==> src/design/rtt_pkg.sv <==
// ----------------------------------------------------------------------------
// rtt_pkg: shared types and constants of the refreshable timeout table
// Command and status codes, the entry record held by each table cell,
// and the control state encoding.
// ----------------------------------------------------------------------------
package rtt_pkg;

    localparam int DEFAULT_TABLE_ENTRIES = 16;
    localparam int DEFAULT_WHEEL_SLOTS   = 60;

    localparam int ID_W     = 32;
    localparam int DELAY_W  = 16;
    localparam int PERIOD_W = 7;

    typedef enum logic [1:0] {
        CMD_ADD     = 2'd0,
        CMD_REFRESH = 2'd1,
        CMD_REMOVE  = 2'd2,
        CMD_TICK    = 2'd3
    } cmd_t;

    typedef enum logic [1:0] {
        STAT_OK        = 2'd0,
        STAT_FULL      = 2'd1,
        STAT_NOT_FOUND = 2'd2
    } status_t;

    localparam logic KIND_DONE    = 1'b0;
    localparam logic KIND_EXPIRED = 1'b1;

    typedef enum logic [1:0] {
        S_IDLE,
        S_SCAN,
        S_WRITE,
        S_DONE
    } state_t;

    typedef struct packed {
        logic                valid;
        logic [ID_W-1:0]     id;
        logic [PERIOD_W-1:0] period;
        logic [PERIOD_W-1:0] countdown;
    } entry_t;

endpackage

==> src/design/rtt_cell.sv <==
// ----------------------------------------------------------------------------
// rtt_cell: one table entry in the rotating chain
// Holds one entry and takes its neighbor's entry whenever the chain advances.
// ----------------------------------------------------------------------------
module rtt_cell (
    input  logic           aclk,
    input  logic           aresetn,
    input  logic           shift_en,
    input  rtt_pkg::entry_t d_in,
    output rtt_pkg::entry_t q
);
    import rtt_pkg::*;

    logic                valid_reg;
    logic [ID_W-1:0]     id_reg;
    logic [PERIOD_W-1:0] period_reg;
    logic [PERIOD_W-1:0] countdown_reg;

    always_ff @(posedge aclk) begin
        if (!aresetn) begin
            valid_reg <= 1'b0;
        end else if (shift_en) begin
            valid_reg <= d_in.valid;
        end
    end

    always_ff @(posedge aclk) begin
        if (shift_en) begin
            id_reg        <= d_in.id;
            period_reg    <= d_in.period;
            countdown_reg <= d_in.countdown;
        end
    end

    assign q = '{valid: valid_reg, id: id_reg, period: period_reg,
                 countdown: countdown_reg};

endmodule

==> src/design/rtt_mod_unit.sv <==
// ----------------------------------------------------------------------------
// rtt_mod_unit: reduction of a delay modulo the wheel size
// Reciprocal multiplication, each result registered: quotient first, then the
// remainder; a zero remainder maps to the full wheel size.
// ----------------------------------------------------------------------------
module rtt_mod_unit #(
    parameter int WHEEL_SLOTS = rtt_pkg::DEFAULT_WHEEL_SLOTS
) (
    input  logic                         aclk,
    input  logic                         aresetn,
    input  logic                         start,
    input  logic [rtt_pkg::DELAY_W-1:0]  dividend,
    output logic                         done,
    output logic [rtt_pkg::PERIOD_W-1:0] period
);
    import rtt_pkg::*;

    // floor(x / WHEEL_SLOTS) equals (x * RECIP) >> SHIFT for every DELAY_W-bit x
    localparam int SHIFT  = DELAY_W + $clog2(WHEEL_SLOTS);
    localparam int PROD_W = 2 * DELAY_W + 1;
    localparam logic [PROD_W-1:0]   RECIP   =
        PROD_W'(((2 ** SHIFT) + WHEEL_SLOTS - 1) / WHEEL_SLOTS);
    localparam logic [DELAY_W-1:0]  SLOTS_D = DELAY_W'(WHEEL_SLOTS);
    localparam logic [PERIOD_W-1:0] SLOTS   = PERIOD_W'(WHEEL_SLOTS);

    logic                busy_reg;
    logic                quot_ok_reg;
    logic [DELAY_W-1:0]  dividend_reg;
    logic [DELAY_W-1:0]  quot_reg;
    logic [PERIOD_W-1:0] rem_reg;

    logic [PROD_W-1:0]   product;
    logic [DELAY_W-1:0]  back;
    logic [DELAY_W-1:0]  diff;

    assign product = PROD_W'(dividend_reg) * RECIP;
    // quotient times modulus never exceeds the dividend, so DELAY_W bits hold it
    assign back    = quot_reg * SLOTS_D;
    assign diff    = dividend_reg - back;

    always_ff @(posedge aclk) begin
        if (!aresetn) begin
            busy_reg    <= 1'b0;
            quot_ok_reg <= 1'b0;
        end else if (start) begin
            busy_reg    <= 1'b1;
            quot_ok_reg <= 1'b0;
        end else if (busy_reg) begin
            quot_ok_reg <= 1'b1;
            if (quot_ok_reg) begin
                busy_reg <= 1'b0;
            end
        end
    end

    always_ff @(posedge aclk) begin
        if (start) begin
            dividend_reg <= dividend;
        end else if (busy_reg) begin
            if (quot_ok_reg) begin
                rem_reg <= diff[PERIOD_W-1:0];
            end else begin
                quot_reg <= DELAY_W'(product >> SHIFT);
            end
        end
    end

    assign done   = !busy_reg;
    assign period = (rem_reg == '0) ? SLOTS : rem_reg;

endmodule

==> src/design/refreshable_timeout_table_unit.sv <==
// ----------------------------------------------------------------------------
// refreshable_timeout_table_unit: timer table keyed by task id
// Top level: rotating chain of entry cells, scan control and result register.
// ----------------------------------------------------------------------------
// The table lives in a ring of TABLE_ENTRIES cells that rotates by one entry
// per cycle unless the scan is held; control looks only at the head cell,
// edits it and feeds it back into the tail, so one full revolution visits
// every entry in ascending order and leaves the ring as it was, with the
// edits applied. A tick, refresh or remove takes one revolution: the accept
// step, TABLE_ENTRIES scan steps and the load of the closing item, held
// while an expiry item or the closing item finds the result register
// occupied and not being taken. An add takes two revolutions (one to find
// the live id or the lowest free entry, one to write it). The delay modulo
// unit runs during the search revolution, so the write revolution never
// waits for it. An add that finds neither its id nor a free entry skips the
// write revolution and reports a full table.
// Expiry items carry event_kind 1 and last 0; every input item closes with
// exactly one item with last 1. A new item is taken as soon as the closing
// item is in the result register, even while that item is still waiting to
// be taken.
// ----------------------------------------------------------------------------
module refreshable_timeout_table_unit #(
    parameter int TABLE_ENTRIES = rtt_pkg::DEFAULT_TABLE_ENTRIES,
    parameter int WHEEL_SLOTS   = rtt_pkg::DEFAULT_WHEEL_SLOTS
) (
    input  logic                        aclk,
    input  logic                        aresetn,

    input  logic                        s_valid,
    output logic                        s_ready,
    input  logic [1:0]                  s_cmd,
    input  logic [rtt_pkg::ID_W-1:0]    s_task_id,
    input  logic [rtt_pkg::DELAY_W-1:0] s_delay_ticks,

    output logic                        m_valid,
    input  logic                        m_ready,
    output logic                        m_event_kind,
    output logic [rtt_pkg::ID_W-1:0]    m_event_id,
    output logic [1:0]                  m_status,
    output logic                        m_last
);
    import rtt_pkg::*;

    localparam int IW = (TABLE_ENTRIES > 1) ? $clog2(TABLE_ENTRIES) : 1;
    localparam logic [IW-1:0] LAST_IDX = IW'(TABLE_ENTRIES - 1);

    // Control state
    state_t  state_reg, state_next;
    logic [IW-1:0] idx_reg, idx_next;
    logic    found_reg, found_next;
    logic    free_found_reg, free_found_next;
    logic [IW-1:0] match_idx_reg, match_idx_next;
    logic [IW-1:0] free_idx_reg, free_idx_next;
    status_t status_reg, status_next;

    // Captured input item
    cmd_t               cmd_reg;
    logic [ID_W-1:0]    id_reg;

    // Result register
    logic               m_valid_reg;
    logic               m_kind_reg;
    logic [ID_W-1:0]    m_id_reg;
    logic [1:0]         m_status_reg;
    logic               m_last_reg;

    // Datapath
    entry_t             cell_q [TABLE_ENTRIES];
    entry_t             head;
    entry_t             wb;
    logic               shift_en;
    logic               step_ok;
    logic               match;
    logic               last_step;
    logic [IW-1:0]      target_idx;
    logic               out_free;
    logic               load_out;
    logic               out_kind;
    logic [ID_W-1:0]    out_id;
    logic [1:0]         out_status;
    logic               out_last;
    logic               accept;

    logic                mod_start;
    logic                mod_done;
    logic [PERIOD_W-1:0] mod_period;

    // ------------------------------------------------------------------
    // Ring of entry cells: cell i takes from cell i+1, the tail takes the
    // edited head entry.
    // ------------------------------------------------------------------
    for (genvar i = 0; i < TABLE_ENTRIES; i++) begin : g_cell
        entry_t d_in;
        if (i == TABLE_ENTRIES - 1) begin : g_tail
            assign d_in = wb;
        end else begin : g_mid
            assign d_in = cell_q[i+1];
        end
        rtt_cell u_cell (
            .aclk     (aclk),
            .aresetn  (aresetn),
            .shift_en (shift_en),
            .d_in     (d_in),
            .q        (cell_q[i])
        );
    end

    assign head = cell_q[0];

    // Delay reduction runs alongside the search revolution of an add
    rtt_mod_unit #(
        .WHEEL_SLOTS (WHEEL_SLOTS)
    ) u_mod (
        .aclk     (aclk),
        .aresetn  (aresetn),
        .start    (mod_start),
        .dividend (s_delay_ticks),
        .done     (mod_done),
        .period   (mod_period)
    );

    assign s_ready   = (state_reg == S_IDLE);
    assign accept    = s_valid && s_ready;
    assign mod_start = accept && (cmd_t'(s_cmd) == CMD_ADD);

    assign out_free   = !m_valid_reg || m_ready;
    assign match      = head.valid && (head.id == id_reg);
    assign last_step  = (idx_reg == LAST_IDX);
    assign target_idx = found_reg ? match_idx_reg : free_idx_reg;

    // ------------------------------------------------------------------
    // Next state, head edit and result selection
    // ------------------------------------------------------------------
    always_comb begin
        state_next      = state_reg;
        idx_next        = idx_reg;
        found_next      = found_reg;
        free_found_next = free_found_reg;
        match_idx_next  = match_idx_reg;
        free_idx_next   = free_idx_reg;
        status_next     = status_reg;
        wb              = head;
        step_ok         = 1'b0;
        shift_en        = 1'b0;
        load_out        = 1'b0;
        out_kind        = KIND_DONE;
        out_id          = id_reg;
        out_status      = STAT_OK;
        out_last        = 1'b1;

        unique case (state_reg)
            S_IDLE: begin
                if (s_valid) begin
                    state_next      = S_SCAN;
                    idx_next        = '0;
                    found_next      = 1'b0;
                    free_found_next = 1'b0;
                    status_next     = STAT_OK;
                end
            end

            S_SCAN: begin
                step_ok = 1'b1;
                unique case (cmd_reg)
                    CMD_TICK: begin
                        if (head.valid) begin
                            if (head.countdown <= PERIOD_W'(1)) begin
                                // expire: hold the ring until the item fits
                                step_ok      = out_free;
                                load_out     = out_free;
                                out_kind     = KIND_EXPIRED;
                                out_id       = head.id;
                                out_last     = 1'b0;
                                wb.valid     = 1'b0;
                                wb.countdown = '0;
                            end else begin
                                wb.countdown = head.countdown - PERIOD_W'(1);
                            end
                        end
                    end
                    CMD_REFRESH: begin
                        if (match) begin
                            wb.countdown = head.period;
                            found_next   = 1'b1;
                        end
                    end
                    CMD_REMOVE: begin
                        if (match) begin
                            wb.valid   = 1'b0;
                            found_next = 1'b1;
                        end
                    end
                    CMD_ADD: begin
                        if (match) begin
                            found_next     = 1'b1;
                            match_idx_next = idx_reg;
                        end
                        if (!head.valid && !free_found_reg) begin
                            free_found_next = 1'b1;
                            free_idx_next   = idx_reg;
                        end
                    end
                    default: ;
                endcase

                if (step_ok) begin
                    shift_en = 1'b1;
                    idx_next = last_step ? '0 : idx_reg + IW'(1);
                    if (last_step) begin
                        unique case (cmd_reg)
                            CMD_ADD: begin
                                if (found_next || free_found_next) begin
                                    state_next = S_WRITE;
                                end else begin
                                    status_next = STAT_FULL;
                                    state_next  = S_DONE;
                                end
                            end
                            CMD_REFRESH, CMD_REMOVE: begin
                                status_next = found_next ? STAT_OK : STAT_NOT_FOUND;
                                state_next  = S_DONE;
                            end
                            default: begin
                                state_next = S_DONE;
                            end
                        endcase
                    end
                end
            end

            S_WRITE: begin
                // hold the ring until the period is ready
                step_ok = mod_done;
                if (idx_reg == target_idx) begin
                    wb.valid     = 1'b1;
                    wb.id        = id_reg;
                    wb.period    = mod_period;
                    wb.countdown = mod_period;
                end
                if (step_ok) begin
                    shift_en = 1'b1;
                    idx_next = last_step ? '0 : idx_reg + IW'(1);
                    if (last_step) begin
                        state_next = S_DONE;
                    end
                end
            end

            S_DONE: begin
                if (out_free) begin
                    load_out   = 1'b1;
                    out_status = status_reg;
                    state_next = S_IDLE;
                end
            end

            default: begin
                state_next = S_IDLE;
            end
        endcase
    end

    always_ff @(posedge aclk) begin
        if (!aresetn) begin
            state_reg      <= S_IDLE;
            idx_reg        <= '0;
            found_reg      <= 1'b0;
            free_found_reg <= 1'b0;
            status_reg     <= STAT_OK;
        end else begin
            state_reg      <= state_next;
            idx_reg        <= idx_next;
            found_reg      <= found_next;
            free_found_reg <= free_found_next;
            status_reg     <= status_next;
        end
    end

    always_ff @(posedge aclk) begin
        match_idx_reg <= match_idx_next;
        free_idx_reg  <= free_idx_next;
        if (accept) begin
            cmd_reg <= cmd_t'(s_cmd);
            id_reg  <= s_task_id;
        end
    end

    // Result register parts the scan from the consumer
    always_ff @(posedge aclk) begin
        if (!aresetn) begin
            m_valid_reg <= 1'b0;
        end else if (load_out) begin
            m_valid_reg <= 1'b1;
        end else if (m_ready) begin
            m_valid_reg <= 1'b0;
        end
    end

    always_ff @(posedge aclk) begin
        if (load_out) begin
            m_kind_reg   <= out_kind;
            m_id_reg     <= out_id;
            m_status_reg <= out_status;
            m_last_reg   <= out_last;
        end
    end

    assign m_valid      = m_valid_reg;
    assign m_event_kind = m_kind_reg;
    assign m_event_id   = m_id_reg;
    assign m_status     = m_status_reg;
    assign m_last       = m_last_reg;

    // ------------------------------------------------------------------
    // Assertions
    // ------------------------------------------------------------------
    a_write_waits_for_period: assert property (
        @(posedge aclk) disable iff (!aresetn)
        (state_reg == S_WRITE && shift_en) |-> mod_done
    ) else $error("add written before its period was ready");

    a_expiry_not_last: assert property (
        @(posedge aclk) disable iff (!aresetn)
        (m_valid && m_event_kind == KIND_EXPIRED) |-> (!m_last && m_status == STAT_OK)
    ) else $error("expiry item with last or nonzero status");

    a_ring_aligned_when_idle: assert property (
        @(posedge aclk) disable iff (!aresetn)
        (state_reg == S_IDLE) |-> (idx_reg == '0)
    ) else $error("ring not back at entry zero while idle");

    a_no_overwrite: assert property (
        @(posedge aclk) disable iff (!aresetn)
        load_out |-> out_free
    ) else $error("result register loaded while still occupied");

endmodule

==> config.mk <==
export PLATFORM = sky130hd
export DESIGN_NAME = refreshable_timeout_table_unit
export DESIGN_NICKNAME = d
export VERILOG_FILES = /design/src/design/rtt_pkg.sv /design/src/design/rtt_cell.sv /design/src/design/rtt_mod_unit.sv /design/src/design/refreshable_timeout_table_unit.sv
export SDC_FILE = /design/constraint.sdc
export NUM_CORES = 1
export LEC_CHECK = 0
export BUFFER_PORTS_ARGS = -buffer_cell sky130_fd_sc_hd__buf_2
export CAP_MARGIN = 20
export CELL_PAD_IN_SITES_DETAIL_PLACEMENT = 1
export CELL_PAD_IN_SITES_GLOBAL_PLACEMENT = 2
export CORE_MARGIN = 1.5
export CORE_UTILIZATION = 30
export CTS_CLUSTER_DIAMETER = 200
export DETAILED_ROUTE_END_ITERATION = 16
export GPL_ROUTABILITY_DRIVEN = 0
export GPL_TIMING_DRIVEN = 0
export PLACE_DENSITY = 0.58
export REMOVE_ABC_BUFFERS = 1
export SLEW_MARGIN = 20
export SYNTH_ARGS = -nofsm -noshare
export SYNTH_HDL_FRONTEND = slang
export SYNTH_SLANG_ARGS = --single-unit
==> constraint.sdc <==
create_clock -name aclk -period 61.6 [get_ports aclk]
set_clock_uncertainty 0.05 [all_clocks]
set_input_delay 12.32 -clock aclk [delete_from_list [all_inputs] [get_ports aclk]]
set_output_delay 12.32 -clock aclk [all_outputs]
set_load 0.005 [all_outputs]
# Word-level counts from Yosys, hierarchy flattened
# Cells that the tools add are included.
# totals
elab_cells	204
ff_bits	877
out_inout_bits	38
# op_classes
n_bitwise	3
muxes	66
n_eq_ne	17
mul	2
n_addsub	3
reduce_logical	29
magnitude_cmp	1
# op_table
cell	n
$mux W32	4
$mux W47	1
$mux W39	1
$eq A32 B32 Y1	1
$mul A16 B16 Y32 const B	1
$mux W1	28
$mux W7	4
$pmux W7 S2	2
$mux W2	11
$mux W4	5
$reduce_and A3 Y1	5
$pmux W1 S2	6
$pmux W4 S3	1
$reduce_and A6 Y1	2
$mul A11 B4 Y5 const B	1
$ne A2 B2 Y1 const B	5
$eq A2 B2 Y1 const B	4
$pmux W2 S2	2
$pmux W2 S4	1
$le A7 B1 Y1 const B	1
$logic_not A7 Y1	1
$sub A7 B1 Y7 const B	1
$sub A7 B7 Y7	1
$logic_not A2 Y1	3
17 further kinds	29

# Logic depth before layout (Yosys ltp)
# Gate-level depths: netlist of run 1.
# depth
ltp_word	11
ltp_mapped	15
ltp_nobuf	15

# Cells and area by module
# Synthesis of run 1 repeated with hierarchy kept, for this count alone.
# hier_totals
cells_unflattened	1562
hier_area_um2	31168.6
# by_module_without_submodules
mod	seq_area_each_um2	n_inst	cells_each	area_each_um2
rtt_cell	1401.3	16	50	1425.1
refreshable_timeout_table_unit	2562.5	1	483	5170.0
rtt_mod_unit	880.8	1	279	3196.8

# Least setup slack after synthesis of run 1
# No wires, ideal clock.
# synth_timing
kind	input to register
from	in m_ready
to	reg g_cell[0].u_cell.countdown_reg[0], enable pin
path_stages	6
path_slack_ns	33.199
path_buffers	1
arrival_ns	27.271
required_time_ns	60.470
path_cell_list	nand2b_1 o21ai_0 o21ai_0 nand2_2 buf_4 inv_1
# synth_via
elab_chain_len	7
# synth_lines
element	line	text
start: declaration	refreshable_timeout_table_unit.sv:36	input logic m_ready,
$logic_or A1 B1 Y1	refreshable_timeout_table_unit.sv:126	assign out_free = !m_valid_reg || m_ready;
$mux W1	refreshable_timeout_table_unit.sv:167	if (head.countdown <= PERIOD_W'(1)) begin
$mux W1	refreshable_timeout_table_unit.sv:166	if (head.valid) begin
$mux W1	refreshable_timeout_table_unit.sv:164	unique case (cmd_reg)
$mux W1	refreshable_timeout_table_unit.sv:151	unique case (state_reg)
$mux W1	refreshable_timeout_table_unit.sv:206	if (step_ok) begin
$pmux W1 S2	refreshable_timeout_table_unit.sv:151	
named net g_cell[0].u_cell.shift_en	rtt_cell.sv:8	input logic shift_en,
end signal: assignment	rtt_cell.sv:31	countdown_reg <= d_in.countdown;
end: declaration	rtt_cell.sv:17	logic [PERIOD_W-1:0] countdown_reg;
# The timed path passes the listed nets, and every way through them passes these cells. The select of a mux whose other input is x is not followed.
# A chain may end at the register's enable or synchronous reset.

# Final worst setup path of run 1
# layout_timing
from	in m_ready
to	reg g_cell[6].u_cell.id_reg[0], enable pin
# layout_via
elab_chain_len	7
# layout_lines
element	line	text
$logic_or A1 B1 Y1	refreshable_timeout_table_unit.sv:126	
$mux W1	refreshable_timeout_table_unit.sv:167	
$mux W1	refreshable_timeout_table_unit.sv:166	
$mux W1	refreshable_timeout_table_unit.sv:164	
$mux W1	refreshable_timeout_table_unit.sv:151	
$mux W1	refreshable_timeout_table_unit.sv:206	
$pmux W1 S2	refreshable_timeout_table_unit.sv:151	
named net g_cell[0].u_cell.shift_en	rtt_cell.sv:8	
end signal: assignment	rtt_cell.sv:29	id_reg <= d_in.id;
end: declaration	rtt_cell.sv:15	logic [ID_W-1:0] id_reg;
# The timed path passes the listed nets, and every way through them passes these cells. The select of a mux whose other input is x is not followed.

==> tab_implementation.tex, run 1 <==
\begin{tabular}{lr}
\hline
Metric & Value \\
\hline
\multicolumn{2}{l}{\textbf{Outcome}} \\
Status & finished clean \\
\multicolumn{2}{l}{\textbf{Pwr}} \\
Net switching share of the total power & 0.264 \\
Power Internal & 1.24 mW \\
Switch Pwr & 0.443 mW \\
Total Power & 1.68 mW \\
Static leakage & between 10 and 15 nW \\
Maximum VDD drop & approximately 26 uV \\
Seq pwr share & 0.547 \\
Areal power density over the cells & 46.8 mW/mm\^{}2 \\
Fraction of power consumed by the clock network & 0.310 \\
Power share of the combinational group & 0.143 \\
\multicolumn{2}{l}{\textbf{Route}} \\
DRT iter0 DRCs & 986 \\
Antenna violation net count after detailed routing & 0 \\
Total length of routed wires & between 50 and 60 mm \\
Via density per instance & 4.24 \\
Total DRC errors in the routed layout & 0 \\
Length of the first detailed-routing pass in iterations & 4 \\
WL per Instance & 17.0 um \\
Total vias in the final route & about 13000 \\
\multicolumn{2}{l}{\textbf{Synth}} \\
Mapped Avg Cell Area & 20.0 um\^{}2 \\
Flops \& latches, synth & 871 \\
Post-synth ARST share & 0 \\
Synthesis Warnings & 0 \\
EDFF count, synth & 842 \\
Primary FF master, synth & edfxtp\_1 \\
Mapped cell area & between 0.03 and 0.04 mm\^{}2 \\
Post-synthesis cell count & roughly 1500 \\
Count of distinct cell types in the synthesized netlist & 64 \\
Register area share after synthesis & 0.842 \\
\multicolumn{2}{l}{\textbf{STA}} \\
Number of max-slew violations in the final report & 0 \\
Final Critical Period & 15.81 ns \\
Final period util & 0.257 \\
Unrepaired setup endpoints after global routing & false \\
Count of endpoints failing setup in the final report & 0 \\
Final WS setup & 45.79 ns \\
Sum Neg Setup Slack & 0 ns \\
Worst hold-check slack & 0.340 ns \\
Slew headroom & 0.408 \\
Actual transition at the worst max-transition pin & 0.880 ns \\
Achievable Freq & approximately 63 MHz \\
Final Hold Viols & 0 \\
\multicolumn{2}{l}{\textbf{Placement}} \\
Post-place instance area & 0.0330 mm\^{}2 \\
Post-placement cell count & 2984 \\
Post-place setup slack & $\sim$45 ns \\
Buffers on Ports & 91 \\
HPWL after detailed placement & 32.4 mm \\
\multicolumn{2}{l}{\textbf{Clock tree}} \\
Number of hold buffers added after CTS & 0 \\
Root buffer selected by CTS & clkbuf\_16 \\
Largest buffer count on any clock path & 3 \\
Clock transition at path regs & roughly 0.06 ns \\
Clock tree from TritonCTS & done \\
Clock Latency Late Sink & 0.65 ns \\
Total clock buffers created by CTS & 89 \\
Number of sinks driven by the clock tree & 871 \\
Post-CTS repair timing setup buffer count & 0 \\
PostCTS Resize Cnt & 0 \\
Number of H-tree levels & 3 \\
\multicolumn{2}{l}{\textbf{Global routing}} \\
Overflow left after global routing & 0 \\
Vias in the first global route & 14000 \\
Largest net degree at the start of global routing & about 120 \\
Antenna violations before repair & 8 \\
Total GRT Usage & 0.105 \\
Wire length of the first global-routing pass & 83.7 mm \\
\multicolumn{2}{l}{\textbf{Final layout}} \\
Core occupancy in the finished layout & 0.353 \\
Largest register FFs & 512 \\
Cell Count, Final, Fillers Out & approximately 3200 \\
Top library cells by usage in the layout, fill and taps aside & 842 x edfxtp\_1, 131 x nand2\_1, 91 x buf\_2, 90 x clkbuf\_16, 89 x ha\_1 \\
Number of nets in the final layout & 1873 \\
Most frequent standard cell in the layout excluding fill and tap cells & edfxtp\_1 \\
Area growth from synthesis to layout & 16.9\% \\
Design Area, Final & 0.0359 mm\^{}2 \\
Share of post-route cells with drive strength above 1 & 0.154 \\
\multicolumn{2}{l}{\textbf{Die}} \\
I/O Pins & 92 \\
Die area & roughly 0.10 mm\^{}2 \\
Horiz. Die Dim & approximately 320 um \\
Number of cell rows & 117 \\
Starting Density & 0.302 \\
Die Height & roughly 320 um \\
Core Box Area & around 0.10 mm\^{}2 \\
\multicolumn{2}{l}{\textbf{Worst hold path}} \\
Kind of path behind the tightest hold check & flip-flop to flip-flop \\
\multicolumn{2}{l}{\textbf{Setup path}} \\
Data arrival, critical path & about 16 ns \\
Worst setup SP type & input port \\
Worst Path Max Fanout & 123 \\
Type of the setup path with the least slack & input port to flip-flop \\
Required time worst endpoint & 61.83 ns \\
Nature of the critical path endpoint & flip-flop \\
\multicolumn{2}{l}{\textbf{Run}} \\
Reported max-cap violation count & 0 \\
\hline
\end{tabular}
layout make-up:
cell class,count,area [um^2]
Antenna cell,3,7.51
Clock buffer,110,2350
Clock inverter,54,505
Fill cell,10100,65700
Inverter,74,287
Multi-Input combinational cell,568,4460
Sequential cell,871,25900
Tap cell,1368,1710
Timing Repair Buffer,103,716
power by group through the flow:
stage               clock (mW)  combinational, mW  sequential [mW]
floorplan                    0              0.158             1.05
global placement             0              0.221             1.11
detailed placement           0              0.249            0.931
CTS                      0.543              0.249            0.923
global route             0.560              0.272            0.937
finish                   0.520              0.241            0.919
critical path, stage by stage:
cell	delay (ns)
buf_2	0.08
nand2b_1	0.24
o21ai_0	0.11
o21ai_0	0.17
nand2_2	0.41
inv_8	0.52
buf_16	0.42
buf_16	0.46
buf_16	0.51
buf_16	0.51
cells in the mapped netlist, drive strengths merged (17+ instances only):
master | number | share of area
edfxtp | 842 | 0.82
nand2 | 132 | 0.016
ha | 89 | 0.036
inv | 73 | 0.0089
nor2 | 46 | 0.0057
xor2 | 36 | 0.010
mux2 | 33 | 0.012
dfxtp | 29 | 0.019
o21ai | 29 | 0.0047
a21oi | 26 | 0.0042
fa | 23 | 0.015
xnor2 | 20 | 0.0057
mux2i | 19 | 0.0062
nor4 | 17 | 0.0049
worst paths after layout:
kind	startpoint	end	slack, ns	depth (start not counted)
hold reg to reg	g_cell[7].u_cell.period_reg[0]	g_cell[6].u_cell.period_reg[0]	0.34	0
hold / removal	g_cell[7].u_cell.period_reg[0]	g_cell[6].u_cell.period_reg[0]	0.34	0
setup / recovery	m_ready	g_cell[6].u_cell.id_reg[0]	45.79	10
setup reg to reg	g_cell[0].u_cell.countdown_reg[0]	g_cell[5].u_cell.id_reg[0]	56.68	11
logic make-up (layout without fill, tap and decap cells):
| group | Yosys count | in the layout | share of synthesized area |
|---|---|---|---|
| buffers and inverters | 94 | 341 | 0.0134 |
| adders and majority gates | 112 | 112 | 0.0513 |
| AOI/OAI and AO/OA | 101 | 101 | 0.0213 |
| xor gates and xnor gates | 56 | 56 | 0.0160 |
| muxes | 52 | 52 | 0.0183 |
| DFF | 871 | 871 | 0.842 |
| other | 0 | 3 | 0 |
| and+or+nand+nor | 247 | 247 | 0.0374 |
layer usage:
metal  global-route usage  vias to the layer above  wire, um
li1                     -                     6204         -
met3               0.0222                      116      2610
met1                0.152                     6819     25900
met4               0.0383                        2      1550
met2                0.154                      228     23600
met5                    0                        -         9
No activity file was read; power rests on OpenSTA's default activity.
==> run 2, diff against run 1 <==
ABC_AREA = 1   (was unset)
PLACE_DENSITY = 0.61   (was 0.58)
clock period = 13.4 ns   (was 61.6 ns; I/O delays follow)
==> tab_implementation.tex, run 2 <==
\begin{tabular}{lr}
\hline
Metric & Value \\
\hline
\multicolumn{2}{l}{\textbf{Placement}} \\
HPWL after detailed placement & 34.8 mm (+7.3\%) \\
Post-place setup slack & 6.47 ns (-38.58 ns) \\
Buffers on Ports & 91 (unchanged) \\
\multicolumn{2}{l}{\textbf{Setup path}} \\
Worst Path Max Fanout & 116 (-5.7\%) \\
Data arrival, critical path & 6.40 ns (-9.64 ns) \\
Most frequent CP cell & buf\_16 \\
Cells along the critical path & buf\_2 -> nor2\_1 -> inv\_1 -> nor3\_2 -> o22ai\_1 -> nand2\_2 -> inv\_8 -> buf\_16 -> buf\_16 -> buf\_16 -> buf\_16 -> buf\_16 \\
Crit path largest cell delay & 0.46 ns (-0.06 ns) \\
Worst setup SP type & input port \\
Slack of the worst reg-to-reg path & 8.08 ns (-48.60 ns) \\
Nature of the critical path endpoint & flip-flop \\
Required time worst endpoint & 13.62 ns (-48.21 ns) \\
Type of the setup path with the least slack & input port to flip-flop \\
Library cell contributing the largest single delay on the critical path & buf\_16 \\
\multicolumn{2}{l}{\textbf{STA}} \\
Final Critical Period & 6.17 ns \\
Count of endpoints failing setup in the final report & 0 (unchanged) \\
Actual transition at the worst max-transition pin & 0.959 ns (+0.0791 ns) \\
Achievable Freq & 162 MHz \\
Number of max-slew violations in the final report & 0 (unchanged) \\
Slew headroom & 0.356 (-0.0523) \\
Final period util & 0.461 \\
Unrepaired setup endpoints after global routing & false \\
Final Hold Viols & 0 (unchanged) \\
Final WS setup & 7.23 ns (-38.56 ns) \\
\multicolumn{2}{l}{\textbf{Final layout}} \\
Area growth from synthesis to layout & 17.3\% \\
Share of post-route cells with drive strength above 1 & 0.132 (-0.0221) \\
Largest register FFs & 512 (unchanged) \\
Number of nets in the final layout & 2100 (+12\%) \\
Most frequent standard cell in the layout excluding fill and tap cells & edfxtp\_1 \\
Core occupancy in the finished layout & 0.356 (+0.00292) \\
Top library cells by usage in the layout, fill and taps aside & 842 x edfxtp\_1, 232 x nand2\_1, 146 x inv\_1, 95 x clkbuf\_16, 94 x o21ai\_0 \\
\multicolumn{2}{l}{\textbf{Synth}} \\
Primary FF master, synth & edfxtp\_1 \\
Flops \& latches, synth & 871 (unchanged) \\
Mapped cell area & 0.0310 mm\^{}2 (+1.0\%) \\
Mapped Avg Cell Area & 17.7 um\^{}2 (-12\%) \\
Post-synthesis cell count & 1754 (+14\%) \\
Count of distinct cell types in the synthesized netlist & 47 (-27\%) \\
Top area cells in the synthesized netlist & edfxtp\_1 81\%, ha\_1 3.6\%, nand2\_1 2.8\% \\
Post-synth ARST share & 0 (unchanged) \\
Register area share after synthesis & 0.834 (-0.00870) \\
Most common cell in the netlist & edfxtp\_1 \\
Area share of the largest cell type after synthesis & 0.815 (-0.00850) \\
Most used standard cells in the synthesized netlist & 842 x edfxtp\_1, 232 x nand2\_1, 148 x inv\_1 \\
Synthesis Warnings & 0 (unchanged) \\
EDFF count, synth & 842 (unchanged) \\
Most area-hungry cell type in the Yosys netlist & edfxtp\_1 \\
\multicolumn{2}{l}{\textbf{Die}} \\
Core Box Area & 0.102 mm\^{}2 (+0.58\%) \\
Die area & 0.105 mm\^{}2 (+1.0\%) \\
I/O Pins & 92 (unchanged) \\
Starting Density & 0.304 (+0.00140) \\
Number of cell rows & 117 (unchanged) \\
Die Height & 325 um (+0.52\%) \\
Horiz. Die Dim & 325 um (+0.52\%) \\
\multicolumn{2}{l}{\textbf{Clock tree}} \\
Clock transition at path regs & 0.06 ns (about the same) \\
PostCTS Resize Cnt & 0 (unchanged) \\
Number of hold buffers added after CTS & 0 (unchanged) \\
Clock tree from TritonCTS & done \\
Number of sinks driven by the clock tree & 871 (unchanged) \\
Largest buffer count on any clock path & 3 (unchanged) \\
Root buffer selected by CTS & clkbuf\_16 \\
Post-CTS repair timing setup buffer count & 0 (unchanged) \\
Clock Latency Late Sink & 0.65 ns (about the same) \\
Total clock buffers created by CTS & 93 (+4.5\%) \\
Number of H-tree levels & 3 (unchanged) \\
\multicolumn{2}{l}{\textbf{Global routing}} \\
Overflow left after global routing & 0 (unchanged) \\
Vias in the first global route & 15000 (+7.4\%) \\
Antenna violations before repair & 4 (-4) \\
Largest net degree at the start of global routing & 117 (-5.6\%) \\
Wire length of the first global-routing pass & 89.5 mm (+7.0\%) \\
Total GRT Usage & 0.108 (+0.00386) \\
\multicolumn{2}{l}{\textbf{Pwr}} \\
Areal power density over the cells & 217 mW/mm\^{}2 (+360\%) \\
Static leakage & 12.6 nW (+2.8\%) \\
Maximum VDD drop & 91.8 uV (+250\%) \\
\multicolumn{2}{l}{\textbf{Route}} \\
Antenna violation net count after detailed routing & 0 (unchanged) \\
Total vias in the final route & 14400 (+7.6\%) \\
DRT iter0 DRCs & 1044 (+5.9\%) \\
Length of the first detailed-routing pass in iterations & 4 (unchanged) \\
Total DRC errors in the routed layout & 0 (unchanged) \\
Via density per instance & 4.26 (+0.31\%) \\
Total length of routed wires & 55.9 mm (+4.2\%) \\
WL per Instance & 16.5 um (-2.8\%) \\
\multicolumn{2}{l}{\textbf{Worst hold path}} \\
Kind of path behind the tightest hold check & flip-flop to flip-flop \\
\multicolumn{2}{l}{\textbf{Outcome}} \\
Status & finished clean \\
\multicolumn{2}{l}{\textbf{Run}} \\
Reported max-cap violation count & 0 (unchanged) \\
\hline
\end{tabular}
-- run 2: final timing paths --
check | startpoint | to | depth (start not counted)
worst max-delay path | m_ready | g_cell[2].u_cell.id_reg[21] | 12
worst min-delay path | g_cell[3].u_cell.id_reg[30] | g_cell[2].u_cell.id_reg[30] | 0
worst max register to register | state_reg[1] | g_cell[2].u_cell.id_reg[21] | 11
worst min register to register | g_cell[3].u_cell.id_reg[30] | g_cell[2].u_cell.id_reg[30] | 0
-- run 2: cell type report --
cell class | instances | area [um^2]
clock inverters | 53 | 479
multi-input cells | 706 | 4480
diodes | 1 | 2.50
flip-flops and latches | 871 | 25900
repair buffers | 108 | 815
fillers | 10400 | 65800
clock buffers | 118 | 2460
well taps | 1368 | 1710
inverters | 154 | 588
-- run 2: logic make-up (layout without fill, tap and decap cells) --
kind of cell | Yosys count | in the layout | share of synthesized area
buffers and inverters | 177 | 433 | 0.0224
AOI/OAI and AO/OA | 175 | 175 | 0.0302
xor gates and xnor gates | 40 | 40 | 0.0113
adders and majority gates | 112 | 112 | 0.0507
and+or+nand+nor | 379 | 379 | 0.0516
other | 0 | 1 | 0
DFF | 871 | 871 | 0.834
-- run 2: per-layer routing --
layer,wire length (um),up-vias,track usage
met4,1390,6,0.0356
met1,27000,7286,0.157
li1,-,6767,-
met2,24800,211,0.159
met5,48,-,0
met3,2630,111,0.0268
-- run 2: through the flow --
step	power [mW]	TNS [ns]	instance area, um^2	instances	hold slack, ns
after floorplan	5.25	0	30900	1731	0.350
after global placement	5.72	-1019.31	33100	3190	0.353
after detailed placement	5.50	0	33500	3207	0.355
after CTS	8.05	0	36400	3378	0.335
after global routing	8.34	0	36400	3378	0.358
final	7.88	0	36400	3379	0.345
-- run 2: where the power goes --
part / switching (mW) / internal (mW) / leakage (nW) / total [mW]
clock: 1.06 / 1.41 / 1.43 / 2.47
sequential: 0.249 / 4.06 / 7.93 / 4.31
combinational: 0.784 / 0.319 / 3.19 / 1.10
-- run 2: worst max-delay path: cells and delay by family --
family | cells | cell delay (ns)
buffers and inverters | 8 | 2.72
and+or+nand+nor | 3 | 0.53
AOI/OAI and AO/OA | 1 | 0.14
